**src/hdl/spq_pkg.sv**
```systemverilog
`timescale 1ns / 1ps

package spq_pkg;

   // queue geometry
   localparam int DEPTH         = 16;
   localparam int PRIORITY_BITS = 8;
   localparam int IDX_W         = (DEPTH > 1) ? $clog2(DEPTH) : 1;
   localparam int CNT_W         = $clog2(DEPTH + 1);

   // field widths of the transaction payloads
   localparam int DATA_W   = 8;
   localparam int FPRIO_W  = 8;
   localparam int STATUS_W = 2;

   // status codes
   localparam logic [STATUS_W-1:0] ST_DONE  = 2'd0;
   localparam logic [STATUS_W-1:0] ST_FULL  = 2'd1;
   localparam logic [STATUS_W-1:0] ST_EMPTY = 2'd2;

   // operation codes
   localparam logic MODE_ENQ = 1'b0;
   localparam logic MODE_DEQ = 1'b1;

   typedef struct packed {
      logic               mode;
      logic [DATA_W-1:0]  item_data;
      logic [FPRIO_W-1:0] item_priority;
   } spq_req_type;

   typedef struct packed {
      logic [STATUS_W-1:0] status;
      logic [DATA_W-1:0]   out_data;
      logic [FPRIO_W-1:0]  out_priority;
      logic [CNT_W-1:0]    fill_level;
   } spq_rsp_type;

   // one stored entry
   typedef struct packed {
      logic [PRIORITY_BITS-1:0] prio;
      logic [DATA_W-1:0]        data;
   } spq_entry_type;

   // field priority to stored priority: high bits dropped, or zero extended
   function automatic logic [PRIORITY_BITS-1:0] to_prio(input logic [FPRIO_W-1:0] p);
      logic [PRIORITY_BITS-1:0] r;
      r = '0;
      for (int i = 0; i < PRIORITY_BITS; i++) begin
         if (i < FPRIO_W) begin
            r[i] = p[i];
         end
      end
      return r;
   endfunction

   // stored priority back to field width
   function automatic logic [FPRIO_W-1:0] from_prio(input logic [PRIORITY_BITS-1:0] p);
      logic [FPRIO_W-1:0] r;
      r = '0;
      for (int i = 0; i < FPRIO_W; i++) begin
         if (i < PRIORITY_BITS) begin
            r[i] = p[i];
         end
      end
      return r;
   endfunction

endpackage

```
**src/hdl/spq_ram.sv**
```systemverilog
`timescale 1ns / 1ps

module spq_ram #(
   parameter int WIDTH  = 16,
   parameter int DEPTH  = 16,
   parameter int ADDR_W = 4
) (
   input  logic              clock,
   input  logic              wr_en,
   input  logic [ADDR_W-1:0] wr_addr,
   input  logic [WIDTH-1:0]  wr_data,
   input  logic [ADDR_W-1:0] rd_addr,
   output logic [WIDTH-1:0]  rd_data
);

   logic [WIDTH-1:0] mem [DEPTH];
   logic [WIDTH-1:0] rd_data_ff;

   // write port
   always_ff @(posedge clock) begin
      if (wr_en) begin
         mem[wr_addr] <= wr_data;
      end
   end

   // registered read port
   always_ff @(posedge clock) begin
      rd_data_ff <= mem[rd_addr];
   end

   assign rd_data = rd_data_ff;

endmodule

```
**src/hdl/stable_priority_queue.sv**
```systemverilog
`timescale 1ns / 1ps

// Sorted priority queue of DEPTH byte entries: higher priority leaves first,
// equal priorities leave in arrival order. A transaction is taken when start
// is high and busy is low; its single result appears one cycle on rsp_item
// with rsp_valid and cannot be held off. Entries sit in one single-port-write,
// registered-read memory that a small sequencer walks one slot per cycle, so
// busy stays high while an enqueue moves back each lower-priority entry and
// then makes the final compare or, if every entry moved, the front write, and
// while a dequeue reads the front and moves each later entry forward. Full
// enqueue, empty dequeue and enqueue into an empty queue leave busy low. The
// result strobe comes in the cycle after the last busy cycle (or acceptance).
module stable_priority_queue
   import spq_pkg::*;
(
   input  logic        clock,
   input  logic        reset,
   input  logic        start,
   output logic        busy,
   input  spq_req_type req_item,
   output logic        rsp_valid,
   output spq_rsp_type rsp_item
);

   typedef enum logic [4:0] {
      S_IDLE      = 5'b00001,
      S_INS_CMP   = 5'b00010,
      S_INS_PLACE = 5'b00100,
      S_POP_HEAD  = 5'b01000,
      S_POP_SHIFT = 5'b10000
   } state_type;

   state_type     state_ff, state_in;
   logic [CNT_W-1:0] count_ff, count_in;
   logic [CNT_W-1:0] k_ff, k_in;
   spq_entry_type new_ff, new_in;
   spq_entry_type pop_ff, pop_in;
   logic          rsp_valid_ff, rsp_valid_in;
   spq_rsp_type   rsp_ff, rsp_in;

   logic          wr_en;
   logic [IDX_W-1:0] wr_addr;
   spq_entry_type wr_data;
   logic [IDX_W-1:0] rd_addr;
   spq_entry_type rd_q;
   logic [CNT_W-1:0] k_dn, k_dn2, k_up, cnt_dn, cnt_up;
   logic          accept;

   spq_ram #(
      .WIDTH  ($bits(spq_entry_type)),
      .DEPTH  (DEPTH),
      .ADDR_W (IDX_W)
   ) u_ram (
      .clock   (clock),
      .wr_en   (wr_en),
      .wr_addr (wr_addr),
      .wr_data (wr_data),
      .rd_addr (rd_addr),
      .rd_data (rd_q)
   );

   assign accept = start && (state_ff == S_IDLE);
   assign k_dn   = k_ff - CNT_W'(1);
   assign k_dn2  = k_ff - CNT_W'(2);
   assign k_up   = k_ff + CNT_W'(1);
   assign cnt_dn = count_ff - CNT_W'(1);
   assign cnt_up = count_ff + CNT_W'(1);

   // sequencer
   always_comb begin
      state_in     = state_ff;
      count_in     = count_ff;
      k_in         = k_ff;
      new_in       = new_ff;
      pop_in       = pop_ff;
      rsp_valid_in = 1'b0;
      rsp_in       = rsp_ff;
      wr_en        = 1'b0;
      wr_addr      = k_ff[IDX_W-1:0];
      wr_data      = new_ff;
      rd_addr      = '0;

      unique case (state_ff)
         S_IDLE: begin
            new_in.data = req_item.item_data;
            new_in.prio = to_prio(req_item.item_priority);
            if (accept) begin
               rsp_in.out_data     = '0;
               rsp_in.out_priority = '0;
               if (req_item.mode == MODE_ENQ) begin
                  if (count_ff >= CNT_W'(DEPTH)) begin
                     rsp_valid_in      = 1'b1;
                     rsp_in.status     = ST_FULL;
                     rsp_in.fill_level = count_ff;
                  end else if (count_ff == '0) begin
                     // empty queue: write straight to the front
                     wr_en             = 1'b1;
                     wr_addr           = '0;
                     wr_data           = new_in;
                     count_in          = cnt_up;
                     rsp_valid_in      = 1'b1;
                     rsp_in.status     = ST_DONE;
                     rsp_in.fill_level = cnt_up;
                  end else begin
                     rd_addr  = cnt_dn[IDX_W-1:0];
                     k_in     = count_ff;
                     state_in = S_INS_CMP;
                  end
               end else begin
                  if (count_ff == '0) begin
                     rsp_valid_in      = 1'b1;
                     rsp_in.status     = ST_EMPTY;
                     rsp_in.fill_level = count_ff;
                  end else begin
                     rd_addr  = '0;
                     state_in = S_POP_HEAD;
                  end
               end
            end
         end

         // rd_q holds slot k-1: stop behind it or move it back one slot
         S_INS_CMP: begin
            wr_en = 1'b1;
            if (rd_q.prio >= new_ff.prio) begin
               wr_data           = new_ff;
               count_in          = cnt_up;
               rsp_valid_in      = 1'b1;
               rsp_in.status     = ST_DONE;
               rsp_in.fill_level = cnt_up;
               state_in          = S_IDLE;
            end else begin
               wr_data = rd_q;
               k_in    = k_dn;
               if (k_ff == CNT_W'(1)) begin
                  state_in = S_INS_PLACE;
               end else begin
                  rd_addr = k_dn2[IDX_W-1:0];
               end
            end
         end

         // new entry goes to the front
         S_INS_PLACE: begin
            wr_en             = 1'b1;
            wr_data           = new_ff;
            count_in          = cnt_up;
            rsp_valid_in      = 1'b1;
            rsp_in.status     = ST_DONE;
            rsp_in.fill_level = cnt_up;
            state_in          = S_IDLE;
         end

         // rd_q holds the front entry
         S_POP_HEAD: begin
            pop_in              = rd_q;
            rsp_in.out_data     = rd_q.data;
            rsp_in.out_priority = from_prio(rd_q.prio);
            if (count_ff == CNT_W'(1)) begin
               count_in          = cnt_dn;
               rsp_valid_in      = 1'b1;
               rsp_in.status     = ST_DONE;
               rsp_in.fill_level = cnt_dn;
               state_in          = S_IDLE;
            end else begin
               rd_addr  = IDX_W'(1);
               k_in     = CNT_W'(1);
               state_in = S_POP_SHIFT;
            end
         end

         // rd_q holds slot k: move it forward one slot
         S_POP_SHIFT: begin
            wr_en   = 1'b1;
            wr_addr = k_dn[IDX_W-1:0];
            wr_data = rd_q;
            k_in    = k_up;
            if (k_up == count_ff) begin
               count_in            = cnt_dn;
               rsp_valid_in        = 1'b1;
               rsp_in.status       = ST_DONE;
               rsp_in.out_data     = pop_ff.data;
               rsp_in.out_priority = from_prio(pop_ff.prio);
               rsp_in.fill_level   = cnt_dn;
               state_in            = S_IDLE;
            end else begin
               rd_addr = k_up[IDX_W-1:0];
            end
         end

         default: begin
            state_in = S_IDLE;
         end
      endcase
   end

   // control registers
   always_ff @(posedge clock) begin
      if (reset) begin
         state_ff     <= S_IDLE;
         count_ff     <= '0;
         k_ff         <= '0;
         rsp_valid_ff <= 1'b0;
      end else begin
         state_ff     <= state_in;
         count_ff     <= count_in;
         k_ff         <= k_in;
         rsp_valid_ff <= rsp_valid_in;
      end
   end

   // payload registers
   always_ff @(posedge clock) begin
      new_ff <= new_in;
      pop_ff <= pop_in;
      rsp_ff <= rsp_in;
   end

   assign busy      = (state_ff != S_IDLE);
   assign rsp_valid = rsp_valid_ff;
   assign rsp_item  = rsp_ff;

endmodule

```
**config.mk**
```make
export PLATFORM = sky130hd
export DESIGN_NAME = stable_priority_queue
export DESIGN_NICKNAME = d
export VERILOG_FILES = /design/src/hdl/spq_pkg.sv /design/src/hdl/spq_ram.sv /design/src/hdl/stable_priority_queue.sv
export SDC_FILE = /design/constraint.sdc
export NUM_CORES = 1
export LEC_CHECK = 0
export ABC_AREA = 1
export BUFFER_PORTS_ARGS = -buffer_cell sky130_fd_sc_hd__buf_4
export CAP_MARGIN = 30
export CORE_MARGIN = 3
export CORE_UTILIZATION = 60
export CTS_CLUSTER_DIAMETER = 30
export CTS_CLUSTER_SIZE = 8
export DETAILED_ROUTE_END_ITERATION = 8
export MAX_ROUTING_LAYER = met4
export PLACE_DENSITY = 0.77
export REMOVE_ABC_BUFFERS = 1
export SYNTH_ARGS = -nofsm -noshare
export SYNTH_HDL_FRONTEND = slang
export SYNTH_HIERARCHICAL = 1
export SYNTH_SLANG_ARGS = --single-unit
```
**constraint.sdc**
```tcl
create_clock -name clock -period 6 [get_ports clock]
set_input_delay 0.3 -clock clock [delete_from_list [all_inputs] [get_ports clock]]
set_output_delay 0.3 -clock clock [all_outputs]
set_load 0.02 [all_outputs]
```
==> results_dict.tcl, run 1 <==
set metrics [dict create \
    outcome "finished, final reports clean" \
    insertion_delay_ns 0.56 \
    cp_common_cell "nand3_1" \
    crit_chain "inv_1, ha_1, a21oi_1, nor2_1, nor3_1, nand4_1, o21ai_4, buf_4, buf_4, nand2_1, nand3_1, nand3_1, nand3_1, nand2_1" \
    slew_violations 0 \
    endpoint "u_ram/rd_data[7]" \
    worstSetupPathType "register to register" \
    yosysTopAreaCellShare_pct 59.9 \
    wirelength_mm 39.5 \
    cpPeakStageDelay_ns 0.76 \
    postCtsSetupRepairBufs 0 \
    max_freq_mhz 240 \
    h-tree-depth 3 \
    powerDensity_nw_per_um2 508 \
    final_nets 1669 \
    hold_viol 0 \
    p_comb_share_pct 27.4 \
    drtIter0Drc 1512 \
    drtPass1Iterations 7 \
    synth_top_cells_by_area "edfxtp_1 60%, nand2_1 11%, nand3_1 6.9%" \
    pre_cts_ws_ns 1.96 \
    maxUsedRoutingLayer "met4" \
    switchingPower_mw 3.16 \
    setup_slack_ns 1.84 \
    routedLengthMet1_mm 15.0 \
    ios 45 \
    drv_cap 0 \
    vdd_drop_max_v 0.000406 \
    end_kind "register" \
    gp_congestion 0.914 \
    diodes 0 \
    grt_pass1_wl_mm 61.2 \
    clock-sinks 343 \
    final_antenna_net_count 0 \
    netlist-cell-type-count 43 \
    place.detailed.hpwl_mm 22.1 \
    async_flop_share_pct 0 \
    avgSynthCellArea_um2 10.2 \
    critPathSlowestCell "buf_4" \
    cts_tree "built" \
    crit_required_ns 6.45 \
    fin_util_pct 73.5 \
    r2r_slack_ns 1.84 \
    clk_path_buf_depth 3 \
    timing.final.crit_share_pct 69.3 \
    area_delta_synth_final_pct 19.6 \
    finalSetupViolCount 0 \
    yosys_warnings 6 \
    min_path_cells 3 \
    wl_met3_mm 3.64 \
    p_leak_nw 7.99 \
    antenna_found_initial 0 \
    synth_top_area_cell "edfxtp_1" \
    vias 11400 \
    ys_seq_elements 343 \
    gr-usage-all-layers_pct 29.0 \
    cts.clk_slew.worst_paths_ns 0.04 \
    p_clk_share_pct 35.4 \
    maxSlewHeadroom_pct 27.2 \
    worst_pin_slew_ns 1.09 \
    ys.flop_type "edfxtp_1" \
    cts_resized 0 \
    port_buffers 44 \
    tns_ns 0 \
    vias_per_cell 5.65 \
    drt-wirelength-per-cell_um 19.6 \
    worstPathArrival_ns 4.61 \
    drcViolationCount 0 \
    cp_num_cells 14 \
    initial_core_util_pct 61.4 \
    cts_buffers 66 \
    fin_skew_ns 0.0234 \
    core_area_um2 25400 \
    netlist_top_cells_count "444 x nand2_1, 311 x edfxtp_1, 245 x inv_1, 214 x nand3_1, 55 x nor2_1" \
    critical_path.startpoint "new_ff[13]" \
    path_buf_inv 3 \
    die_h_um 167 \
    worstReg2RegEnd "u_ram/rd_data[7]" \
    seq_area_frac_synth_pct 64.0 \
    core.rowCount 58 \
    die_w_um 167 \
    grt_overflow 0 \
    drive_gt1_share_pct 14.9 \
    cts_root_buffer "clkbuf_16" \
    cpLargestDelayFamily "simple AND/OR/NAND/NOR gates" \
    grt_max_degree 79 \
    yosysMostFrequentCell "nand2_1" \
    wl_met2_mm 18.9 \
    die_area_um2 28000 \
    synth_edf_count 311 \
    intPower_mw 6.33 \
    fin_crit_ns 4.16 \
    grt_setup_unrepaired "no" \
    timing.rr.start "new_ff[13]" \
    grt_pass1_vias 11400 \
    hold_buffers 17 \
    netlist_instances 1524 \
    swShare_pct 33.3 \
    crit_fanout 73 \
    r2r_cells 14 \
    hp-class "input port to register" \
    syn_area_um2 15600 \
    power_frac_seq_pct 37.2 \
    crit_path_start_kind "register" \
]
per-stage QoR:
step	hold slack, ns	instances	instance area [um^2]	total power, mW
final	0.0826	2011	18700	9.49
after global routing	0.0737	2011	18700	9.93
after CTS	0.0648	2009	18600	9.47
after detailed placement	0.448	1874	16400	6.10
after global placement	0.441	1858	16200	5.95
after floorplan	0.369	1460	15200	5.23
worst min path at each step:
stage,start,to,slack (ns)
floorplan,reset,state_ff[4],0.37
global placement,u_ram/rd_data[7],pop_ff[7],0.44
detailed placement,u_ram/rd_data[7],pop_ff[7],0.45
CTS,req_item[16],state_ff[3],0.06
global route,req_item[16],state_ff[3],0.07
finish,req_item[16],state_ff[3],0.08
area by class of cell:
type | count | area [um^2]
sequential | 343 | 9980
fill | 1696 | 6740
multi-input combinational | 855 | 4310
clock buffer | 93 | 1780
inverter | 262 | 990
timing repair buffer | 103 | 926
tap | 330 | 413
clock inverter | 25 | 253
registers in the layout (all words and copies together) (netlist names):
name / count
u_ram/mem: 256
rsp_item: 23
new_ff: 16
pop_ff: 16
u_ram/rd_data: 16
count_ff: 5
k_ff: 5
state_ff: 5
rsp_valid: 1
cell usage in the layout, fill, tap and decap left out, types with 5 or more instances in the layout:
master / n
inv_1: 245
edfxtp_1: 311
clkinvlp_4: 5
dlygate4sd3_1: 17
clkinv_2: 9
nand2_2: 7
o21ai_0: 12
a22o_1: 15
ha_1: 18
clkbuf_16: 67
inv_2: 14
dfxtp_1: 32
nor2_1: 38
xor2_1: 9
nor2_2: 20
nand4_1: 6
nor2_4: 5
buf_4: 77
nand2_1: 444
o211ai_1: 20
nand3_1: 214
clkbuf_1: 25
power by group through the flow:
stage	Clock, mW	Sequential [mW]	Combinational [mW]
after floorplan	0	3.62	1.61
after global placement	0	3.57	2.38
after detailed placement	0	3.57	2.53
after CTS	3.38	3.53	2.56
after global routing	3.51	3.56	2.86
final	3.35	3.53	2.60
cells by family after synthesis:
kind of cell	count (synthesis)	share of synthesized area (%)
AO/OA/AOI/OAI	67	3.11
buffers and inverters	326	8.99
AND/OR/NAND/NOR	758	21.8
flip-flops	343	64.0
XOR/XNOR	12	0.674
adder cells (fa/ha/maj)	18	1.44
layer usage:
metal  up-vias  track usage, %
met4         0            14.1
met2       634            46.6
li1       5230               -
met1      5325            35.9
met5         -               -
met3       170            5.34
worst min-delay path, stage by stage:
cell and delay, ns:
buf_4 0.15, nand3_1 0.08, nor2_1 0.04
Power figures use the tool's default switching activity.
==> run 2: changes to the inputs <==
- CORE_UTILIZATION: 60 -> 56
- PLACE_DENSITY: 0.77 -> 0.76
- clock period: 6 -> 3.6 ns (I/O delays scaled with it)
==> results_dict.tcl, run 2 (synthesis results as in run 1) <==
set metrics [dict create \
    worstReg2RegEnd "u_ram/rd_data[8]" \
    worst_pin_slew_ns 1.11 \
    powerDensity_nw_per_um2 858 \
    cts_tree "built" \
    fillers 1893 \
    total_power_mw 16.3 \
    fin_area_um2 19000 \
    power_frac_seq_pct 36.1 \
    gp_congestion 0.893 \
    worstSetupPathType "register to register" \
    wirelength_mm 39.7 \
    vias 11400 \
    ios 45 \
    grt_max_degree 129 \
    cts_root_buffer "clkbuf_16" \
    grt_pass1_vias 11200 \
    gr-usage-all-layers_pct 27.2 \
    drv_cap 0 \
    fin_skew_ns 0.0231 \
    final_common_cell "nand2_1" \
    timing.final.crit_share_pct 87.8 \
    die_w_um 173 \
    maxSlewHeadroom_pct 25.8 \
    crit_path_start_kind "register" \
    max_freq_mhz 316 \
    swShare_pct 33.4 \
    regMostFlops "u_ram/mem" \
    min_path_cells 4 \
    crit_fanout 36 \
    min_from "start" \
    final_cell_mix "444 x nand2_1, 311 x edfxtp_1, 245 x inv_1" \
    core_area_um2 27200 \
    area_delta_synth_final_pct 21.6 \
    drtPass1Iterations 6 \
    outcome "finished, final reports clean" \
    die_h_um 173 \
    vdd_drop_max_v 0.000672 \
    grt_overflow 0 \
    drcViolationCount 0 \
    r2r_slack_ns 0.44 \
    worstPathArrival_ns 3.63 \
    intPower_mw 10.8 \
    drt-wirelength-per-cell_um 19.1 \
    antenna_found_initial 0 \
    grt_pass1_wl_mm 61.3 \
    fin_crit_ns 3.16 \
    diodes 0 \
    initial_core_util_pct 57.4 \
    core.rowCount 60 \
    switchingPower_mw 5.44 \
    largest_reg_flops 256 \
    crit_required_ns 4.07 \
    p_leak_nw 8.13 \
    port_buffers 44 \
    insertion_delay_ns 0.56 \
    p_clk_share_pct 35.6 \
    vias_per_cell 5.49 \
    final_antenna_net_count 0 \
    h-tree-depth 3 \
    place.detailed.hpwl_mm 23.7 \
    finalSetupViolCount 0 \
    worstHoldEndpoint "state_ff[0]" \
    clock-sinks 343 \
    clk_path_buf_depth 3 \
    die_area_um2 29900 \
    end_kind "register" \
    drtIter0Drc 1208 \
    cts_buffers 67 \
    grt_setup_unrepaired "no" \
    worst_hold_slack_ns 0.103 \
    place_area_um2 16700 \
    r2r_cells 15 \
    cts.clk_slew.worst_paths_ns 0.04 \
    slew_violations 0 \
    p_comb_share_pct 28.3 \
    hold_viol 0 \
    final_nets 1691 \
    drive_gt1_share_pct 16.3 \
    fin_util_pct 69.8 \
    cts_resized 0 \
    hp-class "input port to register" \
    critical_path.startpoint "k_ff[1]" \
    timing.rr.start "k_ff[1]" \
]
run 2: cell types whose count changed in the layout (fill, tap and decap cells not counted), sizes merged:
cell / previous run / this run
buf: 86 / 106
bufinv: 3 / 4
clkbuf: 93 / 86
clkinv: 15 / 18
clkinvlp: 5 / 7
dlygate4sd3: 17 / 18
inv: 264 / 263
run 2: cell type report:
type,instances,area (um^2),area share [%]
Sequential cell,343,9980,52.6
Multi-Input combinational cell,855,4310,22.7
Clock buffer,86,1800,9.49
Timing Repair Buffer,124,1090,5.76
Inverter,262,990,5.22
Tap cell,372,465,2.45
Clock inverter,30,323,1.70
run 2: routing by layer:
metal	up-vias	wire length, um	global-route usage (%)	share of wire, %
li1	5275	-	-	-
met1	5339	15400	34.0	39
met2	635	19100	43.2	48
met3	129	3640	5.88	9.2
met4	0	1540	11.9	3.9
met5	-	0	-	0
run 2: per-stage QoR:
step,TNS [ns],cells,worst slack (ns)
5_1_grt,0,2072,0.194
3_3_place_gp,0,1923,0.517
4_1_cts,0,2071,0.440
6_report,0,2072,0.439
3_5_place_dp,0,1937,0.452
2_1_floorplan,-139.32,1460,-8.71
run 2: how the worst max path moves through the flow:
| stage | cells past startpoint | end | slack, ns |
|---|---|---|---|
| 6_report | 15 | u_ram/rd_data[8] | 0.44 |
| 5_1_grt | 15 | u_ram/rd_data[8] | 0.19 |
| 4_1_cts | 15 | u_ram/rd_data[8] | 0.44 |
| 3_5_place_dp | 15 | u_ram/rd_data[8] | 0.45 |
| 3_3_place_gp | 15 | u_ram/rd_data[8] | 0.52 |
| 2_1_floorplan | 14 | u_ram/rd_data[12] | -8.71 |
run 2: worst max-delay path, stage by stage, from the launching register on:
cell and delay (ns):
dfxtp_1 0.44, inv_1 0.17, ha_1 0.43, inv_1 0.07, nand2_1 0.06, nand4_1 0.09
nor2_2 0.16, nand3_4 0.12, nand3_1 0.14, o221ai_4 0.13, inv_2 0.54, buf_12 0.29
nand3_1 0.11, nand3_1 0.09, nand3_1 0.08, nand2_1 0.17
run 2: repair_timing:
item	4_1_cts	5_1_grt
buffers inserted	0	0
endpoints found under the hold margin	22	0
hold buffers	18	0
run 2: power groups by stage:
stage	Sequential (mW)	Combinational [mW]	Clock, mW
6_report	5.87	4.61	5.78
5_1_grt	5.92	5.03	6.05
4_1_cts	5.87	4.55	5.83
3_5_place_dp	5.93	4.48	0
3_3_place_gp	5.95	4.19	0
2_1_floorplan	6.03	2.69	0
